`config.mk`:
```
export PLATFORM = sky130hd
export DESIGN_NAME = fifo_with_priority_extract
export DESIGN_NICKNAME = d
export VERILOG_FILES = /design/src/rtl/pfq_pkg.sv /design/src/rtl/pfq_mem.sv /design/src/rtl/pfq_best.sv /design/src/rtl/fifo_with_priority_extract.sv
export SDC_FILE = /design/constraint.sdc
export NUM_CORES = 1
export LEC_CHECK = 0
export BUFFER_PORTS_ARGS = -buffer_cell sky130_fd_sc_hd__buf_4
export CAP_MARGIN = 20
export CORE_MARGIN = 4
export CORE_UTILIZATION = 62
export CTS_CLUSTER_SIZE = 24
export DETAILED_ROUTE_END_ITERATION = 12
export MAX_ROUTING_LAYER = met4
export PLACE_DENSITY = 0.8
export SLEW_MARGIN = 20
export SYNTH_ARGS = -nofsm -noshare
export SYNTH_HDL_FRONTEND = slang
export SYNTH_SLANG_ARGS = --single-unit
```
`constraint.sdc`:
```
create_clock -name clock -period 3.65 [get_ports clock]
set_input_delay 0.73 -clock clock [delete_from_list [all_inputs] [get_ports clock]]
set_output_delay 0.73 -clock clock [all_outputs]
set_load 0.01 [all_outputs]
```
`src/rtl/pfq_pkg.sv`:
```
package pfq_pkg;

   // default queue depth
   localparam int PFQ_DEPTH = 16;

   // action codes
   localparam logic [1:0] ACT_PUSH    = 2'd0;
   localparam logic [1:0] ACT_POP     = 2'd1;
   localparam logic [1:0] ACT_EXTRACT = 2'd2;

   typedef struct packed {
      logic [1:0]  action;
      logic [15:0] entry_id;
      logic [7:0]  entry_priority;
   } req_type;

   typedef struct packed {
      logic        found;
      logic [15:0] out_id;
      logic [7:0]  out_priority;
      logic [4:0]  occupancy;
      logic        overflow;
   } rsp_type;

   // one stored queue entry
   typedef struct packed {
      logic [15:0] id;
      logic [7:0]  prio;
   } entry_type;

   // control into the shared compare unit
   typedef struct packed {
      logic clear;
      logic valid;
   } cmp_ctl_type;

   typedef enum logic [1:0] {
      ST_IDLE,
      ST_SCAN,
      ST_SHIFT,
      ST_RESP
   } state_type;

endpackage

```
`src/rtl/pfq_mem.sv`:
```
module pfq_mem #(
   parameter int DEPTH = pfq_pkg::PFQ_DEPTH,
   parameter int AW    = (DEPTH > 1) ? $clog2(DEPTH) : 1
) (
   input  logic               clock,
   input  logic               wr_en,
   input  logic [AW-1:0]      wr_addr,
   input  pfq_pkg::entry_type wr_data,
   input  logic               rd_en,
   input  logic [AW-1:0]      rd_addr,
   output pfq_pkg::entry_type rd_data
);
   import pfq_pkg::*;

   entry_type mem [DEPTH];
   entry_type rd_data_ff;

   // write port
   always_ff @(posedge clock) begin
      if (wr_en) begin
         mem[wr_addr] <= wr_data;
      end
   end

   // registered read port
   always_ff @(posedge clock) begin
      if (rd_en) begin
         rd_data_ff <= mem[rd_addr];
      end
   end

   assign rd_data = rd_data_ff;

endmodule

```
`src/rtl/pfq_best.sv`:
```
module pfq_best #(
   parameter int DEPTH = pfq_pkg::PFQ_DEPTH,
   parameter int AW    = (DEPTH > 1) ? $clog2(DEPTH) : 1
) (
   input  logic                 clock,
   input  logic                 reset,
   input  pfq_pkg::cmp_ctl_type ctl,
   input  logic [AW-1:0]        idx,
   input  pfq_pkg::entry_type   data,
   output logic [AW-1:0]        best_idx,
   output pfq_pkg::entry_type   best
);
   import pfq_pkg::*;

   logic          have_ff, have_in;
   logic [AW-1:0] best_idx_ff, best_idx_in;
   entry_type     best_ff, best_in;
   logic          take;

   // keep the first entry on a tie: replace only on strictly greater priority
   always_comb begin
      take        = ctl.valid && (!have_ff || (data.prio > best_ff.prio));
      have_in     = have_ff;
      best_idx_in = best_idx_ff;
      best_in     = best_ff;
      if (ctl.clear) begin
         have_in = 1'b0;
      end else if (take) begin
         have_in     = 1'b1;
         best_idx_in = idx;
         best_in     = data;
      end
   end

   always_ff @(posedge clock) begin
      if (reset) begin
         have_ff <= 1'b0;
      end else begin
         have_ff <= have_in;
      end
   end

   always_ff @(posedge clock) begin
      best_idx_ff <= best_idx_in;
      best_ff     <= best_in;
   end

   assign best_idx = best_idx_ff;
   assign best     = best_ff;

endmodule

```
`src/rtl/fifo_with_priority_extract.sv`:
```
// Push, no-op and removals on an empty queue: result valid in the cycle after the input beat.
// Pop and extract scan, then close the gap; an extract takes longest when the front entry
// wins, as every entry behind it must move. One item at a time; the single memory read port
// reads the entries (only the front one for a pop) to find the removed slot, then the entries
// behind that slot to close the gap. Next input beat is taken the cycle after the result beat.
// Synchronous reset empties the queue; entry storage is not cleared.
module fifo_with_priority_extract #(
   parameter int DEPTH = pfq_pkg::PFQ_DEPTH
) (
   input  logic             clock,
   input  logic             reset,
   input  logic             req_valid,
   output logic             req_ready,
   input  pfq_pkg::req_type req_data,
   output logic             rsp_valid,
   input  logic             rsp_ready,
   output pfq_pkg::rsp_type rsp_data
);
   import pfq_pkg::*;

   localparam int AW = (DEPTH > 1) ? $clog2(DEPTH) : 1;
   localparam int CW = $clog2(DEPTH + 1);

   state_type   state_ff, state_in;
   logic [CW-1:0] count_ff, count_in;
   logic [CW-1:0] rd_idx_ff, rd_idx_in;
   logic [CW-1:0] lim_ff, lim_in;
   logic          pend_ff, pend_in;
   logic [AW-1:0] pend_idx_ff, pend_idx_in;
   rsp_type       rsp_ff, rsp_in;

   logic          accept;
   logic          is_push, is_pop, is_rm, empty, full;
   logic          scan_issue, shift_issue, scan_done, shift_done;
   logic          mem_wr_en, mem_rd_en;
   logic [AW-1:0] mem_wr_addr, mem_rd_addr;
   entry_type     mem_wr_data, mem_rd_data;
   cmp_ctl_type   cmp_ctl;
   logic [AW-1:0] best_idx;
   entry_type     best;

   // decode the beat and the queue status
   assign accept      = req_valid && req_ready;
   assign is_push     = (req_data.action == ACT_PUSH);
   assign is_pop      = (req_data.action == ACT_POP);
   assign is_rm       = is_pop || (req_data.action == ACT_EXTRACT);
   assign empty       = (count_ff == '0);
   assign full        = (count_ff >= CW'(DEPTH));
   assign scan_issue  = (state_ff == ST_SCAN) && (rd_idx_ff < lim_ff);
   assign shift_issue = (state_ff == ST_SHIFT) && (rd_idx_ff < count_ff);
   assign scan_done   = (state_ff == ST_SCAN) && !scan_issue && !pend_ff;
   assign shift_done  = (state_ff == ST_SHIFT) && !shift_issue && !pend_ff;

   // next state
   always_comb begin
      state_in = state_ff;
      case (state_ff)
         ST_IDLE: begin
            if (accept) begin
               state_in = (is_rm && !empty) ? ST_SCAN : ST_RESP;
            end
         end
         ST_SCAN: begin
            if (scan_done) begin
               state_in = ST_SHIFT;
            end
         end
         ST_SHIFT: begin
            if (shift_done) begin
               state_in = ST_RESP;
            end
         end
         ST_RESP: begin
            if (rsp_ready) begin
               state_in = ST_IDLE;
            end
         end
         default: state_in = ST_IDLE;
      endcase
   end

   // handshakes, memory and compare unit control
   always_comb begin
      req_ready     = 1'b0;
      rsp_valid     = 1'b0;
      mem_wr_en     = 1'b0;
      mem_wr_addr   = count_ff[AW-1:0];
      mem_wr_data   = '{id: req_data.entry_id, prio: req_data.entry_priority};
      mem_rd_en     = scan_issue || shift_issue;
      mem_rd_addr   = rd_idx_ff[AW-1:0];
      cmp_ctl.clear = 1'b0;
      cmp_ctl.valid = 1'b0;
      case (state_ff)
         ST_IDLE: begin
            req_ready     = 1'b1;
            mem_wr_en     = accept && is_push && !full;
            cmp_ctl.clear = accept;
         end
         ST_SCAN: begin
            cmp_ctl.valid = pend_ff;
         end
         ST_SHIFT: begin
            // move the entry read last cycle one slot toward the front
            mem_wr_en   = pend_ff;
            mem_wr_addr = pend_idx_ff - AW'(1);
            mem_wr_data = mem_rd_data;
         end
         ST_RESP: begin
            rsp_valid = 1'b1;
         end
         default: begin
            req_ready = 1'b0;
         end
      endcase
   end

   // datapath next values
   always_comb begin
      count_in    = count_ff;
      rd_idx_in   = rd_idx_ff;
      lim_in      = lim_ff;
      pend_in     = 1'b0;
      pend_idx_in = rd_idx_ff[AW-1:0];
      rsp_in      = rsp_ff;
      case (state_ff)
         ST_IDLE: begin
            if (accept) begin
               rd_idx_in = '0;
               lim_in    = is_pop ? CW'(1) : count_ff;
               rsp_in    = '0;
               if (is_push) begin
                  if (full) begin
                     rsp_in.overflow = 1'b1;
                  end else begin
                     count_in = count_ff + CW'(1);
                  end
               end
               rsp_in.occupancy = 5'(count_in);
            end
         end
         ST_SCAN: begin
            pend_in = scan_issue;
            if (scan_issue) begin
               rd_idx_in = rd_idx_ff + CW'(1);
            end
            if (scan_done) begin
               rd_idx_in = CW'(best_idx) + CW'(1);
            end
         end
         ST_SHIFT: begin
            pend_in = shift_issue;
            if (shift_issue) begin
               rd_idx_in = rd_idx_ff + CW'(1);
            end
            if (shift_done) begin
               count_in            = count_ff - CW'(1);
               rsp_in.found        = 1'b1;
               rsp_in.out_id       = best.id;
               rsp_in.out_priority = best.prio;
               rsp_in.occupancy    = 5'(count_in);
               rsp_in.overflow     = 1'b0;
            end
         end
         ST_RESP: begin
            pend_in = 1'b0;
         end
         default: begin
            pend_in = 1'b0;
         end
      endcase
   end

   always_ff @(posedge clock) begin
      if (reset) begin
         state_ff <= ST_IDLE;
         count_ff <= '0;
         pend_ff  <= 1'b0;
      end else begin
         state_ff <= state_in;
         count_ff <= count_in;
         pend_ff  <= pend_in;
      end
   end

   always_ff @(posedge clock) begin
      rd_idx_ff   <= rd_idx_in;
      lim_ff      <= lim_in;
      pend_idx_ff <= pend_idx_in;
      rsp_ff      <= rsp_in;
   end

   assign rsp_data = rsp_ff;

   pfq_mem #(
      .DEPTH (DEPTH)
   ) u_mem (
      .clock   (clock),
      .wr_en   (mem_wr_en),
      .wr_addr (mem_wr_addr),
      .wr_data (mem_wr_data),
      .rd_en   (mem_rd_en),
      .rd_addr (mem_rd_addr),
      .rd_data (mem_rd_data)
   );

   pfq_best #(
      .DEPTH (DEPTH)
   ) u_best (
      .clock    (clock),
      .reset    (reset),
      .ctl      (cmp_ctl),
      .idx      (pend_idx_ff),
      .data     (mem_rd_data),
      .best_idx (best_idx),
      .best     (best)
   );

`ifndef SYNTHESIS
   a_count_bound: assert property (@(posedge clock) disable iff (reset)
      count_ff <= CW'(DEPTH))
      else $error("queue count above depth");

   a_one_side: assert property (@(posedge clock) disable iff (reset)
      !(req_ready && rsp_valid))
      else $error("input ready while a result is pending");

   a_shift_addr: assert property (@(posedge clock) disable iff (reset)
      (state_ff == ST_SHIFT) && pend_ff |-> pend_idx_ff != '0)
      else $error("gap close would write below the front slot");

   a_best_in_range: assert property (@(posedge clock) disable iff (reset)
      scan_done |-> CW'(best_idx) < lim_ff)
      else $error("selected slot outside the scanned range");

   a_back_to_idle: assert property (@(posedge clock) disable iff (reset)
      rsp_valid && rsp_ready |=> req_ready)
      else $error("block not idle after result beat");
`endif

endmodule
```
==> Word level (Yosys, flattened, before mapping) <==
Memory sizes are Yosys's and may differ from the RTL's. A register that Yosys moved wholly into a read port is not among the register bits.
Cells that the tools add are included.
{ "word_totals": {"word_cells": 99, "regBits": 82, "output_inout_bits": 33, "memories": 1, "ram_bits": 384, "inputBits": 30} }
{ "classes": {"add_sub_neg": 5, "muxes": 31, "bitwise": 1, "magnitude_cmp": 4, "n_reduce_logical": 31, "eq_ne": 11} }
{ "memory_table": {"columns": ["memory", "depth", "word_bits", "rd", "rd_ports_with_merged_regs", "wr", "line_no", "rtl"], "rows": [
  ["u_mem.mem", 16, 24, 1, 1, 1, "pfq_mem.sv:15", "entry_type mem [DEPTH];"]
]} }
{ "ops": {"columns": ["op", "count"], "rows": [
  ["$mux W31", 2],
  ["$pmux W31 S2", 1],
  ["$mux W5", 8],
  ["$mux W24", 1],
  ["$pmux W5 S3", 1],
  ["$logic_and A1 B1 Y1", 11],
  ["$add A5 B1 Y5 const B", 2],
  ["$lt A5 B5 Y1", 2],
  ["$mux W2", 5],
  ["$ne A2 B2 Y1 const B", 5],
  ["$pmux W5 S2", 1],
  ["$gt A8 B8 Y1", 1],
  ["$mux W1", 8],
  ["$pmux W2 S4", 1],
  ["$reduce_and A4 Y1", 2],
  ["$eq A2 B2 Y1 const B", 3],
  ["$logic_not A1 Y1", 6],
  ["$add A4 B1 Y5 const B", 1],
  ["$ge A5 B5 Y1 const B", 1],
  ["$logic_not A5 Y1", 1],
  ["$sub A5 B1 Y5 const B", 1],
  ["$eq A2 B1 Y1 const B", 2],
  ["$logic_not A2 Y1", 2],
  ["$mux W4", 1],
  ["other kinds (10)", 14]
]} }

==> Depth between registers and ports, before layout <==
{ "logic_depth": {"depth_word": 8, "mapped_depth": 8, "ltp_nobuf": 7} }

==> By module <==
Synthesis repeated with hierarchy kept, for this count alone.
{ "hier_totals": {"cells_unflattened": 948, "hier_area_um2": 19219.7} }
{ "modules_own_cells": {"columns": ["mod", "area_per_inst_um2", "cells_each", "n_inst"], "rows": [
  ["pfq_mem", 15170.8, 636, 1],
  ["fifo_with_priority_extract", 2952.8, 250, 1],
  ["pfq_best", 1096.1, 62, 1]
]} }

==> Worst setup path before layout <==
No wires, ideal clock.
{ "synth_path": {"path_type": "register to register", "startpoint": "register count_ff[2]", "endpoint": "register rsp_ff, in the netlist rsp_data[0] (enable)", "stages_incl_launch_ff": 8, "arrival_ns": 2.710, "setup_ns": 0.419, "setup_slack_ns": 0.521, "path_buffers": 1, "period_less_slack_ns": 3.129, "cell_sequence": "dfxtp_1 -> clkbuf_1 -> inv_1 -> ha_1 -> a21o_1 -> a31oi_1 -> o211a_1 -> nor2_1"} }
{ "synth_between": {"elab_chain_cells": 7} }
{ "synth_rtl": {"columns": ["item", "line_no", "rtl"], "rows": [
  ["start: declaration", "fifo_with_priority_extract.sv:25", "logic [CW-1:0] count_ff, count_in;"],
  ["start signal: assignment", "fifo_with_priority_extract.sv:180", "count_ff <= count_in;"],
  ["$lt A5 B5 Y1", "fifo_with_priority_extract.sv:50", "assign shift_issue = (state_ff == ST_SHIFT) && (rd_idx_ff < count_ff);"],
  ["$logic_and A1 B1 Y1", "fifo_with_priority_extract.sv:50", null],
  ["$logic_not A1 Y1", "fifo_with_priority_extract.sv:52", "assign shift_done = (state_ff == ST_SHIFT) && !shift_issue && !pend_ff;"],
  ["$logic_and A1 B1 Y1 (2 in a row)", "fifo_with_priority_extract.sv:52", null],
  ["$ne A2 B2 Y1 (no line)", null, null],
  ["$reduce_and A3 Y1 (no line)", null, null],
  ["end signal: assignment", "fifo_with_priority_extract.sv:189", "rsp_ff <= rsp_in;"],
  ["end: declaration", "fifo_with_priority_extract.sv:30", "rsp_type rsp_ff, rsp_in;"]
]} }
No other way between the ends.
A chain may end at the register's enable or synchronous reset.

==> Final worst setup path <==
{ "layout_path": {"startpoint": "register state_ff[1]", "endpoint": "memory u_mem.mem[4][15] (netlist bit) (enable)"} }
{ "layout_between": {"elab_chain_cells": 8} }
{ "layout_rtl": {"columns": ["item", "line_no", "rtl"], "rows": [
  ["start: declaration", "fifo_with_priority_extract.sv:24", "state_type state_ff, state_in;"],
  ["start signal: assignment", "fifo_with_priority_extract.sv:179", "state_ff <= state_in;"],
  ["$logic_not A2 Y1", "fifo_with_priority_extract.sv:93", "case (state_ff)"],
  ["$mux W1", "fifo_with_priority_extract.sv:93", null],
  ["$logic_and A1 B1 Y1", "fifo_with_priority_extract.sv:43", "assign accept = req_valid && req_ready;"],
  ["$logic_and A1 B1 Y1 (2 in a row)", "fifo_with_priority_extract.sv:96", "mem_wr_en = accept && is_push && !full;"],
  ["$pmux W1 S2", "fifo_with_priority_extract.sv:93", null],
  ["$mux W1", "pfq_mem.sv:20", "if (wr_en) begin"],
  ["$mux W1 (implied by the code)", "pfq_mem.sv:21", "mem[wr_addr] <= wr_data;"],
  ["end: declaration", "pfq_mem.sv:15", null]
]} }
Parallel ways exist; a longest one is shown, timed or not.

==> flow_metrics.py <==
metrics = {
    "synth": {
        "synth-main-ff-cell": "edfxtp_1",
        "synth_area_mm2": 0.0193,
        "synth_seq_cells": 490,
        "synth.distinct_cells": 48,
        "ys_async_sr_fraction_pct": 0,
        "synth_fp_nets": 975,
        "yosysTopAreaCellShare_pct": 74.1,
        "synth_edf_count": 477,
        "synth_top_area_cell": "edfxtp_1",
        "synth_cells": 916,
        "synth.avg_cell_area_um2": 21.1,
        "ys_seq_area_share_pct": 75.5,
        "ys.warnings.count": 0,
        "yosys-top-cells-area": "edfxtp_1 (74%), mux4_2 (14%), ha_1 (1.9%)",
    },
    "worst_setup_path": {
        "crit_path_start_kind": "register",
        "path_max_fanout": 17,
        "critPathRequiredTime_ns": 3.91,
        "regToRegSetupSlack_ns": 0.90,
        "arrival_ns": 3.01,
        "crit_type": "register to register",
        "crit_path_end_kind": "register",
    },
    "power_and_ir_drop": {
        "p_per_area_mw_per_mm2": 790,
        "p_total_mw": 17.4,
        "p_leak_nw": 7.18,
        "ir_worst_vdd_mv": 0.611,
    },
    "route": {
        "num_vias": 9614,
        "first_iter_violations": 1138,
        "first_pass_iters": 5,
        "ant_nets": 0,
        "wl_per_cell_um": 29.5,
        "wl_um": 42800,
        "vias_per_cell": 6.63,
        "drc": 0,
    },
    "cells_and_area": {
        "layout_commonest_cell": "edfxtp_1",
        "finalNetCount": 1075,
        "antenna_cells": 0,
        "layout_common_cells": "edfxtp_1 (477), mux4_2 (119), buf_4 (87)",
        "drive_above_1_share_pct": 31.2,
        "syn_to_final_growth_pct": 13.8,
    },
    "timing": {
        "fin_worst_skew_ns": 0.0212,
        "tightest_slew_ns": 0.820,
        "fin_crit_sh_pct": 75.4,
        "period_needed_ns": 2.75,
        "grt_setup_unrepaired": "false",
        "slew_headroom_pct": 44.8,
        "drv_slew": 0,
        "finalHoldViolCount": 0,
        "finalSetupTns_ns": 0,
        "finalSetupViolCount": 0,
        "fmax_mhz": 364,
    },
    "global_routing": {
        "grt_pass1_wl_um": 64000,
        "grt_pass1_vias": 9673,
        "grt-ovfl-total": 0,
        "grt_max_degree": 100,
        "antenna_found_initial": 0,
        "grtUsageTotal_pct": 26.6,
    },
    "die": {
        "die_h_um": 185,
        "die-area_mm2": 0.0341,
        "die_x_um": 185,
        "core-area_mm2": 0.0307,
        "pin_count": 63,
        "start_util_pct": 63.0,
        "placementRows": 64,
    },
    "clock_network": {
        "cts_tree": "yes",
        "postCtsResizedCells": 0,
        "cts_root_buf": "clkbuf_16",
        "cts.sinks": 490,
        "cts_buffers": 47,
        "cts_hold_buffers": 0,
        "post-cts-setup-buffer-count": 0,
        "clk_latency_ns": 0.56,
        "ctsHtreeMaxLevel": 2,
        "clockBufferDepth": 3,
        "cts.clk_slew.worst_paths_ns": 0.06,
    },
    "placement": {
        "hpwl_um": 24600,
        "portBuffers": 62,
        "gp_congestion": 0.845,
    },
    "status": {
        "status": "completed",
    },
    "hold_path": {
        "min_path_type": "input pin to register",
    },
    "flow_run": {
        "cap_violations": 0,
    },
}
## sequential cells by signal, summed over array words and instances, names as in the netlist
name	count
rd_idx_ff	5
u_best.best_idx	4
u_best.have_ff	1
count_ff	5
pend_ff	1
state_ff	2
u_mem.rd_data	24
lim_ff	5
rsp_data	31
u_mem.mem	384
u_best.best	24
pend_idx_ff	4
## area by class of cell
type	count	area, um2
clock buffers	54	1220
clock inverters	33	324
fillers	1735	8690
inverters	27	101
multi-input cells	357	4470
flip-flops and latches	490	14600
well taps	396	495
repair buffers	93	781
## synthesized netlist by cell type (6+ instances only)
master,n
nand2_1,15
clkbuf_1,19
nand3_1,12
xnor2_1,7
edfxtp_1,477
nor2b_1,6
a21oi_1,15
o21ai_0,7
mux4_2,119
ha_1,29
inv_1,27
dfxtp_1,13
and2_1,26
nor2_1,31
mux2_2,24
buf_2,15
## per-layer routing
| layer | global-route usage (%) | vias up | wire [um] |
|---|---|---|---|
| li1 | - | 3958 | - |
| met1 | 37.3 | 5018 | 16700 |
| met2 | 42.2 | 574 | 21700 |
| met3 | 5.05 | 64 | 3690 |
| met4 | 5.65 | 0 | 824 |
| met5 | - | - | 0 |
## critical path, stage by stage, from the launching register on
cell and delay [ns]:
dfxtp_1 0.33, inv_1 0.13, ha_1 0.24, and2_1 0.39
a22o_1 0.34, nand2_1 0.23, nor2_2 0.54, buf_12 0.24
## cell families after synthesis
group	Yosys count	share of synthesized area [%]
AO/OA/AOI/OAI	57	2.01
XOR/XNOR	10	0.453
adder cells (fa/ha/maj)	29	1.88
buffers and inverters	69	1.63
flip-flops	490	75.5
multiplexers	147	15.5
AND/OR/NAND/NOR	114	3.07
## worst paths after layout
| kind | from | endpoint | cells after the start |
|---|---|---|---|
| worst min-delay path | reset | count_ff[0] | 2 |
| worst max-delay path | state_ff[1] | u_mem.mem[4][15] | 7 |
| worst min register to register | u_mem.rd_data[21] | u_best.best[21] | 0 |
| worst max register to register | state_ff[1] | u_mem.mem[4][15] | 7 |
## power breakdown
part	leakage [nW]	internal [mW]	total, mW	switching, mW
Sequential	4.45	7.35	7.66	0.316
Clock	0.766	2.84	4.89	2.05
Combinational	1.97	2.03	4.82	2.79
Total	7.18	12.2	17.4	5.16
## metrics by stage
stage | cell area, um2 | worst slack, ns | hold WS, ns | cells | utilization [%]
global placement | 20400 | 0.688 | 0.424 | 1362 | 66.5
CTS | 22000 | 0.836 | 0.427 | 1449 | 71.6
finish | 22000 | 0.899 | 0.448 | 1450 | 71.7
floorplan | 19300 | 0.521 | 0.399 | 916 | -
detailed placement | 20400 | 0.556 | 0.433 | 1362 | 66.5
global route | 22000 | 0.777 | 0.442 | 1450 | 71.7
No activity file was read; power rests on OpenSTA's default activity.
